[src/design/lfr_pkg.sv]
// Shared types, field widths and codes of the latent-factor rating predictor.
package lfr_pkg;

	localparam int USERS_DEF        = 1024;
	localparam int MOVIES_DEF       = 1024;
	localparam int MAX_FEATURES_DEF = 64;

	localparam int OP_W      = 3;
	localparam int USER_W    = 10;
	localparam int MOVIE_W   = 10;
	localparam int FEAT_W    = 6;
	localparam int VALUE_W   = 16;
	localparam int RATING_W  = 15;
	localparam int GA_W      = 16;
	localparam int FIU_W     = 7;
	localparam int CFG_W     = 16;
	localparam int CFG_IDX_W = 1;
	localparam int S_TDATA_W = 48;
	localparam int M_TDATA_W = 16;

	localparam int FRAC_BITS = 12;
	localparam int Q_ONE     = 4096;
	localparam int Q_FIVE    = 20480;

	localparam logic signed [GA_W-1:0] GA_RESET  = 16'sd14785;
	localparam logic [FIU_W-1:0]       FIU_RESET = 7'd50;

	// Must stay a power of two: queue pointers wrap by overflow.
	localparam int QUEUE_DEPTH = 4;

	localparam logic [OP_W-1:0] OP_WR_USER_FEATURE  = 3'd0;
	localparam logic [OP_W-1:0] OP_WR_MOVIE_FEATURE = 3'd1;
	localparam logic [OP_W-1:0] OP_WR_USER_BIAS     = 3'd2;
	localparam logic [OP_W-1:0] OP_WR_MOVIE_BIAS    = 3'd3;
	localparam logic [OP_W-1:0] OP_PREDICT          = 3'd4;

	localparam logic [CFG_IDX_W-1:0] REG_GLOBAL_AVERAGE  = 1'b0;
	localparam logic [CFG_IDX_W-1:0] REG_FEATURES_IN_USE = 1'b1;

	typedef enum logic [2:0] {
		CMD_USER_FEATURE  = 3'd0,
		CMD_MOVIE_FEATURE = 3'd1,
		CMD_USER_BIAS     = 3'd2,
		CMD_MOVIE_BIAS    = 3'd3,
		CMD_PREDICT       = 3'd4
	} cmd_kind_t;

	typedef struct packed {
		cmd_kind_t                  kind;
		logic [USER_W-1:0]          user_index;
		logic [MOVIE_W-1:0]         movie_index;
		logic [FEAT_W-1:0]          feature_index;
		logic signed [VALUE_W-1:0]  value;
		logic                       user_ok;
		logic                       movie_ok;
	} cmd_t;

endpackage

[src/design/lfr_front.sv]
// Front end: accepts input items, decodes and range-checks them, and feeds the command queue.
module lfr_front #(
	parameter int USERS        = lfr_pkg::USERS_DEF,
	parameter int MOVIES       = lfr_pkg::MOVIES_DEF,
	parameter int MAX_FEATURES = lfr_pkg::MAX_FEATURES_DEF
) (
	input  logic                           clk,
	input  logic                           arst_n,
	input  logic                           s_tvalid,
	output logic                           s_tready,
	input  logic [lfr_pkg::S_TDATA_W-1:0]  s_tdata,
	output logic                           q_push,
	output lfr_pkg::cmd_t                  q_push_cmd,
	input  logic                           q_full
);

	logic [lfr_pkg::OP_W-1:0]    op;
	logic [lfr_pkg::USER_W-1:0]  user_index;
	logic [lfr_pkg::MOVIE_W-1:0] movie_index;
	logic [lfr_pkg::FEAT_W-1:0]  feature_index;
	logic [lfr_pkg::VALUE_W-1:0] value;
	logic                        user_ok;
	logic                        movie_ok;
	logic                        feature_ok;
	logic                        keep;
	logic                        accept;
	lfr_pkg::cmd_t               dec;
	lfr_pkg::cmd_t               cmd_s1;
	logic                        vld_s1;

	assign op            = s_tdata[2:0];
	assign user_index    = s_tdata[12:3];
	assign movie_index   = s_tdata[22:13];
	assign feature_index = s_tdata[28:23];
	assign value         = s_tdata[44:29];

	assign user_ok    = 32'(user_index) < 32'(USERS);
	assign movie_ok   = 32'(movie_index) < 32'(MOVIES);
	assign feature_ok = 32'(feature_index) < 32'(MAX_FEATURES);

	// Writes that fall outside the tables and unused op codes are dropped here.
	always_comb begin
		dec.user_index    = user_index;
		dec.movie_index   = movie_index;
		dec.feature_index = feature_index;
		dec.value         = $signed(value);
		dec.user_ok       = user_ok;
		dec.movie_ok      = movie_ok;
		case (op)
			lfr_pkg::OP_WR_USER_FEATURE: begin
				dec.kind = lfr_pkg::CMD_USER_FEATURE;
				keep     = user_ok && feature_ok;
			end
			lfr_pkg::OP_WR_MOVIE_FEATURE: begin
				dec.kind = lfr_pkg::CMD_MOVIE_FEATURE;
				keep     = movie_ok && feature_ok;
			end
			lfr_pkg::OP_WR_USER_BIAS: begin
				dec.kind = lfr_pkg::CMD_USER_BIAS;
				keep     = user_ok;
			end
			lfr_pkg::OP_WR_MOVIE_BIAS: begin
				dec.kind = lfr_pkg::CMD_MOVIE_BIAS;
				keep     = movie_ok;
			end
			lfr_pkg::OP_PREDICT: begin
				dec.kind = lfr_pkg::CMD_PREDICT;
				keep     = 1'b1;
			end
			default: begin
				dec.kind = lfr_pkg::CMD_PREDICT;
				keep     = 1'b0;
			end
		endcase
	end

	assign q_push     = vld_s1 && !q_full;
	assign q_push_cmd = cmd_s1;
	assign s_tready   = !vld_s1 || !q_full;
	assign accept     = s_tvalid && s_tready;

	always_ff @(posedge clk or negedge arst_n) begin
		if (!arst_n) begin
			vld_s1 <= 1'b0;
		end else if (accept) begin
			vld_s1 <= keep;
		end else if (q_push) begin
			vld_s1 <= 1'b0;
		end
	end

	always_ff @(posedge clk) begin
		if (accept) begin
			cmd_s1 <= dec;
		end
	end

endmodule

[config.mk]
export PLATFORM = sky130hd
export DESIGN_NAME = lfr_front
export DESIGN_NICKNAME = d
export VERILOG_FILES = /design/src/design/lfr_pkg.sv /design/src/design/lfr_front.sv
export SDC_FILE = /design/constraint.sdc
export NUM_CORES = 1
export LEC_CHECK = 0
export ABC_AREA = 1
export BUFFER_PORTS_ARGS = -buffer_cell sky130_fd_sc_hd__buf_4
export CORE_AREA = 2 2 64 66
export CTS_BUF_LIST = sky130_fd_sc_hd__clkbuf_16
export CTS_CLUSTER_DIAMETER = 200
export DETAILED_ROUTE_END_ITERATION = 10
export DIE_AREA = 0 0 66 68
export PLACE_DENSITY = 0.75
export SYNTH_ARGS = -nofsm -noshare
export SYNTH_HDL_FRONTEND = slang
export SYNTH_SLANG_ARGS = --single-unit
[constraint.sdc]
create_clock -name clk -period 2.25 [get_ports clk]
set_input_delay 0.1125 -clock clk [delete_from_list [all_inputs] [get_ports clk]]
set_output_delay 0.1125 -clock clk [all_outputs]
set_load 0.1 [all_outputs]
==> impl_metrics.toml <==
[timing]
period_share = 0.580
min_period_ps = 1300
setup_slack_ps = 946
finalSetupViolCount = 0
final-hold-violation-count = 0
worst_clock_skew_ps = 4.87
hold_slack_ps = 10.7
fin_tns_setup_ps = 0
fmax_mhz = 767
rsz0062_at_grt = "no"
drv_slew = 0

[worst_hold_path]
hold_class = "in2reg"

[finish]
drive_gt1_frac = 0.589
area_growth_pct = 77.9
final_nets = 231
fill_cells = 282
diodes = 0
fin_util = 0.667

[clock_network]
cts_max_level = 2
clk_latency_ps = 270
ctsLongestPathBuffers = 2
cts_setup_buffers = 0
ctsResizeCount = 0
cts_root_buffer = "clkbuf_16"
cts.clk_slew.worst_paths_ps = 60
cts_buffers = 5
cts_tree = "yes"
cts.sinks = 46

[global_route]
grt_pass1_wl_um = 4340
grt_pass1_vias = 947
track_usage = 0.142
gr-total-overflow = 0
grt_max_degree = 25
antenna_found_initial = 0

[run]
max_cap_viol_count = 0

[worst_setup_path]
worstPathRequired_ps = 2200
cp.arrival_ps = 1250
cp_max_fo = 24
crit_path_end_kind = "flip-flop"
cp-start-kind = "flip-flop"
criticalPathCategory = "reg2reg"
ff2ff_setup_slack_ps = 950

[yosys]
syn_area_mm2 = 0.00145
synthTopCellsByCount = "edfxtp_1 (45), inv_1 (3), nor2_1 (3)"
synthArstFlopShare = 0.0217
synth_cell_types = 11
avgSynthCellArea_um2 = 23.7
ys_seq_area_frac = 0.952
yosys_warnings = 0
synth-edff-count = 45
synth.ff_latch_count = 46
synth_cells = 61
yosys.area.top_type = "edfxtp_1"
synth_flop_cell = "edfxtp_1"
synth_most_common_cell = "edfxtp_1"
synth_top_area_share = 0.934
ys_top_cells_by_area = "edfxtp_1 (93%), dfrtp_1 (1.7%), buf_4 (1.0%)"

[drt]
wirelength_um = 3460
post_drt_wl_per_cell_um = 15.0
vias = 985
ant_nets = 0
first_pass_iters = 4
drc = 0
viasPerCell = 4.28
drt-initial-drc-count = 13

[floorplanning]
dieHeight_um = 68
die_area_mm2 = 0.00449
core_mm2 = 0.00386
die_w_um = 66
rows = 23
start_util = 0.375
ios = 101

[power]
vdd_drop_max_mv = 0.532
p_per_area_mw_per_mm2 = 976
leakage_nw = 1.11

[placed_design]
place.gp.congestion = 0.691
dp_hpwl_um = 2400
io_buffer_count = 95
preCtsSetupSlack_ps = 999

[status]
status = "finished, final reports clean"
sequential cells by signal, summed over array words and instances (netlist names):
register	cells
vld_s1	1
q_push_cmd	45
area by class of cell:
type	instances	area, µm²	share of cell area
tap	50	62.6	0.0243
clock inverter	3	63.8	0.0248
multi-input combinational	10	45.0	0.0175
timing repair buffer	113	888	0.345
sequential	46	1380	0.535
clock buffer	5	125	0.0486
inverter	3	11.3	0.00438
per-layer routing:
layer | vias to the layer above | share of wire | track usage
met5 | - | 0 | 0
met4 | 0 | 0.010 | 0.0612
met3 | 4 | 0.14 | 0.117
met2 | 71 | 0.55 | 0.251
met1 | 450 | 0.29 | 0.112
li1 | 460 | - | -
metrics by stage:
step                instances  total power [W]  area (µm²)
floorplan                  62          0.00145        1450
global placement          206          0.00159        2220
detailed placement        206          0.00160        2220
CTS                       215          0.00251        2420
global route              230          0.00259        2570
finish                    230          0.00251        2570
timing repair:
item,in CTS,in global routing
hold buffers,1,15
endpoints found under the hold margin,1,15
setup endpoints to repair,0,0
critical path, stage by stage (launching register included):
cell     delay, ps
dfrtp_1        400
nand2_2        100
and2_2         160
buf_4          300
report_power, final:
| group | switching, W | total, W | internal (W) |
|---|---|---|---|
| combinational | 0.000450 | 0.000588 | 0.000138 |
| sequential | 0.0000157 | 0.00102 | 0.00101 |
| clock | 0.000271 | 0.000903 | 0.000631 |
cells by family after synthesis:
family | synth area share
flops | 0.952
simple gates | 0.0216
buf+inv | 0.0208
compound gates | 0.00346
other cells | 0.00259
cell usage in the layout, fill, tap and decap left out:
cell and instances:
o21ai_1 1, nor2_1 3, edfxtp_1 45, clkinv_1 1, clkbuf_16 5, nand2_2 1, inv_1 3, and2_2 1
dfrtp_1 1, conb_1 2, dlygate4sd3_1 16, nand2_1 2, bufinv_16 2, buf_4 97
final timing paths:
path	startpoint	cells after the start	to
hold reg to reg	vld_s1	2	vld_s1
min in group asynchronous	arst_n	2	vld_s1
max in group asynchronous	arst_n	2	vld_s1
setup reg to reg	vld_s1	3	q_push_cmd[35]
setup / recovery	vld_s1	3	q_push_cmd[35]
hold / removal	s_tdata[5]	1	q_push_cmd[36]
Note: power is estimated with default switching activity, not from simulation.
