[config.mk]
export PLATFORM = sky130hd
export DESIGN_NAME = lfr_queue
export DESIGN_NICKNAME = d
export VERILOG_FILES = /design/src/design/lfr_pkg.sv /design/src/design/lfr_queue.sv
export SDC_FILE = /design/constraint.sdc
export NUM_CORES = 1
export LEC_CHECK = 0
export ABC_AREA = 1
export ABC_CLOCK_PERIOD_IN_PS = 2490
export BUFFER_PORTS_ARGS = -buffer_cell sky130_fd_sc_hd__buf_2
export CAP_MARGIN = 10
export CORE_AREA = 5 5 131 133
export CTS_CLUSTER_SIZE = 28
export DETAILED_ROUTE_END_ITERATION = 7
export DIE_AREA = 0 0 136 138
export GPL_TIMING_DRIVEN = 1
export PLACE_DENSITY = 0.78
export SLEW_MARGIN = 5
export SYNTH_ARGS = -nofsm -noshare
export SYNTH_HDL_FRONTEND = slang
export SYNTH_SLANG_ARGS = --single-unit
[constraint.sdc]
create_clock -name clk -period 2.49 [get_ports clk]
set_input_delay 0.3735 -clock clk [delete_from_list [all_inputs] [get_ports clk]]
set_output_delay 0.3735 -clock clk [all_outputs]
set_load 0.05 [all_outputs]
[src/design/lfr_pkg.sv]
// Shared types, field widths and codes of the latent-factor rating predictor.
package lfr_pkg;

	localparam int USERS_DEF        = 1024;
	localparam int MOVIES_DEF       = 1024;
	localparam int MAX_FEATURES_DEF = 64;

	localparam int OP_W      = 3;
	localparam int USER_W    = 10;
	localparam int MOVIE_W   = 10;
	localparam int FEAT_W    = 6;
	localparam int VALUE_W   = 16;
	localparam int RATING_W  = 15;
	localparam int GA_W      = 16;
	localparam int FIU_W     = 7;
	localparam int CFG_W     = 16;
	localparam int CFG_IDX_W = 1;
	localparam int S_TDATA_W = 48;
	localparam int M_TDATA_W = 16;

	localparam int FRAC_BITS = 12;
	localparam int Q_ONE     = 4096;
	localparam int Q_FIVE    = 20480;

	localparam logic signed [GA_W-1:0] GA_RESET  = 16'sd14785;
	localparam logic [FIU_W-1:0]       FIU_RESET = 7'd50;

	// Must stay a power of two: queue pointers wrap by overflow.
	localparam int QUEUE_DEPTH = 4;

	localparam logic [OP_W-1:0] OP_WR_USER_FEATURE  = 3'd0;
	localparam logic [OP_W-1:0] OP_WR_MOVIE_FEATURE = 3'd1;
	localparam logic [OP_W-1:0] OP_WR_USER_BIAS     = 3'd2;
	localparam logic [OP_W-1:0] OP_WR_MOVIE_BIAS    = 3'd3;
	localparam logic [OP_W-1:0] OP_PREDICT          = 3'd4;

	localparam logic [CFG_IDX_W-1:0] REG_GLOBAL_AVERAGE  = 1'b0;
	localparam logic [CFG_IDX_W-1:0] REG_FEATURES_IN_USE = 1'b1;

	typedef enum logic [2:0] {
		CMD_USER_FEATURE  = 3'd0,
		CMD_MOVIE_FEATURE = 3'd1,
		CMD_USER_BIAS     = 3'd2,
		CMD_MOVIE_BIAS    = 3'd3,
		CMD_PREDICT       = 3'd4
	} cmd_kind_t;

	typedef struct packed {
		cmd_kind_t                  kind;
		logic [USER_W-1:0]          user_index;
		logic [MOVIE_W-1:0]         movie_index;
		logic [FEAT_W-1:0]          feature_index;
		logic signed [VALUE_W-1:0]  value;
		logic                       user_ok;
		logic                       movie_ok;
	} cmd_t;

endpackage

[src/design/lfr_queue.sv]
// Short command queue between the front end and the execution back end.
module lfr_queue (
	input  logic          clk,
	input  logic          arst_n,
	input  logic          push,
	input  lfr_pkg::cmd_t push_cmd,
	output logic          full,
	input  logic          pop,
	output lfr_pkg::cmd_t pop_cmd,
	output logic          empty
);

	localparam int DEPTH = lfr_pkg::QUEUE_DEPTH;
	localparam int PTR_W = $clog2(DEPTH);

	lfr_pkg::cmd_t    entries_q [DEPTH];
	logic [PTR_W-1:0] wr_ptr_q;
	logic [PTR_W-1:0] rd_ptr_q;
	logic [PTR_W:0]   count_q;

	assign full    = count_q == (PTR_W+1)'(DEPTH);
	assign empty   = count_q == '0;
	assign pop_cmd = entries_q[rd_ptr_q];

	always_ff @(posedge clk or negedge arst_n) begin
		if (!arst_n) begin
			wr_ptr_q <= '0;
			rd_ptr_q <= '0;
			count_q  <= '0;
		end else begin
			if (push) begin
				wr_ptr_q <= wr_ptr_q + 1'b1;
			end
			if (pop) begin
				rd_ptr_q <= rd_ptr_q + 1'b1;
			end
			if (push && !pop) begin
				count_q <= count_q + 1'b1;
			end else if (pop && !push) begin
				count_q <= count_q - 1'b1;
			end
		end
	end

	always_ff @(posedge clk) begin
		if (push) begin
			entries_q[wr_ptr_q] <= push_cmd;
		end
	end

endmodule

==> results.cfg <==
[run_status]
run_status = complete, no violations

[pwr]
power.ir.vdd_worst_v = 0.00135
clockPowerShare_pct = 19.5
net-switching-power_mw = 5.80
p_leak_nw = 3.87
share_of_total_power_consumed_by_net_switching_pct = 44.6
power.density_nw_per_um2 = 1380
post-layout-total-power_mw = 13.0
pwr-share-comb_pct = 45.3
sequentialPowerShare_pct = 35.2
power_report.internal_total_mw = 7.22

[yosys]
synth.yosys.seq_area_share_pct = 71.3
ys_top_cells_by_area = sky130_fd_sc_hd__edfxtp_1, sky130_fd_sc_hd__o211ai_2, sky130_fd_sc_hd__nand2_1, sky130_fd_sc_hd__inv_1, sky130_fd_sc_hd__o211ai_1
synth_mux_area_share_pct = 0
area_share_of_and_or_nand_nor_cells_after_synthesis_pct = 7.34
syn_nets = 653
synth_top_family_by_area = compound AO/OA/AOI/OAI gates
synthXorXnorAreaFrac_pct = 0.429
syn-cell-area_sq_um = 8170
post-synth-top-area-cell = sky130_fd_sc_hd__edfxtp_1
yosys.cell_types.count = 20
syn_inst = 596
yosysWarningCount = 0
synth-compound-area-share_pct = 11.9
synth_area_per_cell_sq_um = 13.7
ys_ff_latch = 195
post_synth_fa_ha_maj_area_fraction_pct = 1.01
share_of_yosys_cell_area_claimed_by_the_top_area_cell_type_pct = 69.1

[global_routing]
grt_antenna_before_repair = 3
grt_pass1_wl_mm = 24.3
overflow_left_after_global_routing = 0
maximum_number_of_pins_on_one_net_before_global_route_repair = 56
number_of_global_route_vias_before_repair = 4780
groute.usage.overall_pct = 16.7

[run]
drv_cap = 0

[placed_design]
pre_cts_slack_ns = 0.547
place_hpwl_mm = 9.61
gp_routability_congestion = 0.755
postPlaceCellArea_sq_um = 8850
port_buffers = 99
dpl.cell_count = 896

[setup_path]
worst_reg2reg_path_depth = 5
cp_max_fo = 55
start_kind = flop
timing_worst_setup_path_type = flop to output pin
timing.reg2reg.setup_slack_ns = 1.00
timing.critical_path.arrival_ns = 1.89
slowest_stage = sky130_fd_sc_hd__dfrtp_4
cp_slowest_stage_delay_ns = 0.64
timing.rr.end = entries_q[0][11]$_DFFE_PP_
critical_path_required_ns = 2.12
worstSetupStartpoint = rd_ptr_q[0]$_DFFE_PN0P_
cp-end-kind = output pin
crit-reg2reg-launch = wr_ptr_q[0]$_DFFE_PN0P_
critical_path.endpoint = pop_cmd[9]
path_cells = buf_12 -> o211ai_1 -> nand2_1 -> buf_2

[route]
ant_nets = 0
post_drt_via_cell_ratio = 5.03
drt-wirelength-per-cell_um = 16.5
met1_length_mm = 6.30
post-route-drc-count = 0
met2_length_mm = 7.87
vias = 4684
drt_first_pass_iters = 5
drt_iter0_markers = 222
routed.top_layer = met5
wl_mm = 15.4
met3RoutedLength_um = 835

[timing]
final_clock_period_utilization_by_the_worst_path_pct = 90.8
worstMarginPinSlew_ns = 0.402
fin_tns_setup_ns = 0
grt_setup_unrepaired = false
finalClockSkew_ns = 0.00778
maxSlewHeadroom_pct = 73.2
setup_violations = 0
max_freq_mhz = 442
final_hold_viol_count = 0
report.final.slew_viol_count = 0
whs_ns = 0.156
layout_min_cycle_time_ns = 2.26
layout_setup_ws_ns = 0.230

[die]
core_area_sq_um = 15700
rows = 46
starting_density_of_the_core_pct = 52.0
die_height_um = 138
ioPinCount = 100
chipWidth_um = 136
dieArea_sq_um = 18800

[clock_tree]
clock-sinks = 195
worst_setup_hold_path_clk_slew_ns = 0.07
cts_tree = done
clock_latency_ns = 0.42
cts.path.max_buffers = 2
cts_inserted_buffers = 17
clockRootBuffer = sky130_fd_sc_hd__clkbuf_16
htree_num_levels = 4

[finish]
layout.filler_cells = 1201
fin_nets = 758
layout-area-overhead-vs-synth_pct = 15.8
postLayoutCoreUtil_pct = 60.2
drive_gt1_share_pct = 28.7
stdcell_area_sq_um = 9460
layoutNonFillerInstCount = 932

[worst_hold_path]
holdCritPathClass = input port to flop
==> layer usage <==
layer  global-route usage (%)  vias to the layer above
li1                         -                     2273
met1                     20.6                     2257
met2                     28.0                      126
met3                     4.64                       26
met4                     6.37                        2
met5                        0                        -
==> state kept, by name, indices dropped and copies added, names as in the netlist <==
register / count
wr_ptr_q: 2
count_q: 3
entries_q: 188
rd_ptr_q: 2
==> synth_stat cells (all sizes together) <==
library cell  instances
edfxtp              188
nand2               154
inv                 106
o211ai               94
buf                  30
dfrtp                 7
ha                    5
xor2                  3
clkbuf                2
nor3                  2
fa                    1
nand3                 1
nand4                 1
o21ai                 1
xnor2                 1
==> kinds of logic after synthesis <==
kind of cell	Yosys count
DFF	195
and+or+nand+nor	158
buffers and inverters	138
AOI/OAI and AO/OA	95
adders and majority gates	6
xor gates and xnor gates	4
==> layout by cell type (no fill, tap or decap), types with 3 or more instances in the layout <==
cell type,synthesis,routed
sky130_fd_sc_hd__inv_1,104,101
sky130_fd_sc_hd__xor2_1,3,3
sky130_fd_sc_hd__buf_2,13,99
sky130_fd_sc_hd__dfrtp_1,7,5
sky130_fd_sc_hd__buf_12,0,4
sky130_fd_sc_hd__edfxtp_1,188,188
sky130_fd_sc_hd__clkbuf_1,2,3
sky130_fd_sc_hd__clkinvlp_4,0,4
sky130_fd_sc_hd__clkbuf_16,0,17
sky130_fd_sc_hd__o211ai_2,52,52
sky130_fd_sc_hd__nand2_1,154,154
sky130_fd_sc_hd__ha_1,5,5
sky130_fd_sc_hd__o211ai_1,42,42
sky130_fd_sc_hd__clkinv_4,0,3
sky130_fd_sc_hd__buf_4,3,13
sky130_fd_sc_hd__inv_2,2,5
==> layout make-up <==
| cell class | count | area, sq um | area share (%) |
|---|---|---|---|
| sequential | 195 | 5830 | 61.6 |
| inverter | 106 | 398 | 4.21 |
| clock inverter | 11 | 109 | 1.15 |
| timing repair buffer | 118 | 711 | 7.52 |
| multi-input combinational | 263 | 1690 | 17.8 |
| clock buffer | 21 | 450 | 4.76 |
| antenna | 2 | 5.00 | 0.0529 |
| tap | 216 | 270 | 2.86 |
==> worst max-delay path, delay by kind of cell, from the launching register on <==
kind	cells	cell delay, ns
AOI/OAI and AO/OA	1	0.15
buffers and inverters	2	0.57
DFF	1	0.64
and+or+nand+nor	1	0.09
==> worst min path at each step <==
stage / cells after the start / slack (ns) / to / from
final: 2 / 0.16 / rd_ptr_q[0]$_DFFE_PN0P_ / pop
after global routing: 2 / 0.14 / rd_ptr_q[0]$_DFFE_PN0P_ / pop
after CTS: 2 / 0.14 / rd_ptr_q[0]$_DFFE_PN0P_ / pop
after detailed placement: 1 / 0.22 / count_q[0]$_DFFE_PN0P_ / arst_n
after global placement: 1 / 0.22 / count_q[0]$_DFFE_PN0P_ / arst_n
after floorplan: 0 / 0.08 / count_q[0]$_DFFE_PN0P_ / arst_n
==> power by group through the flow <==
stage / Sequential, mW / Clock, mW / Combinational [mW]
floorplan: 4.54 / 0 / 4.73
global placement: 4.65 / 0 / 5.74
detailed placement: 4.70 / 0 / 5.86
CTS: 4.63 / 2.59 / 5.88
global route: 4.64 / 2.75 / 6.34
finish: 4.59 / 2.53 / 5.90
==> repair_timing <==
item / in CTS / in global routing
buffers inserted: 0 / 1
endpoints found under the hold margin: 7 / 0
setup endpoints to repair: 0 / 6
resized for setup: 0 / 0
hold buffers: 1 / 0
Note: power is estimated with default switching activity, not from simulation.
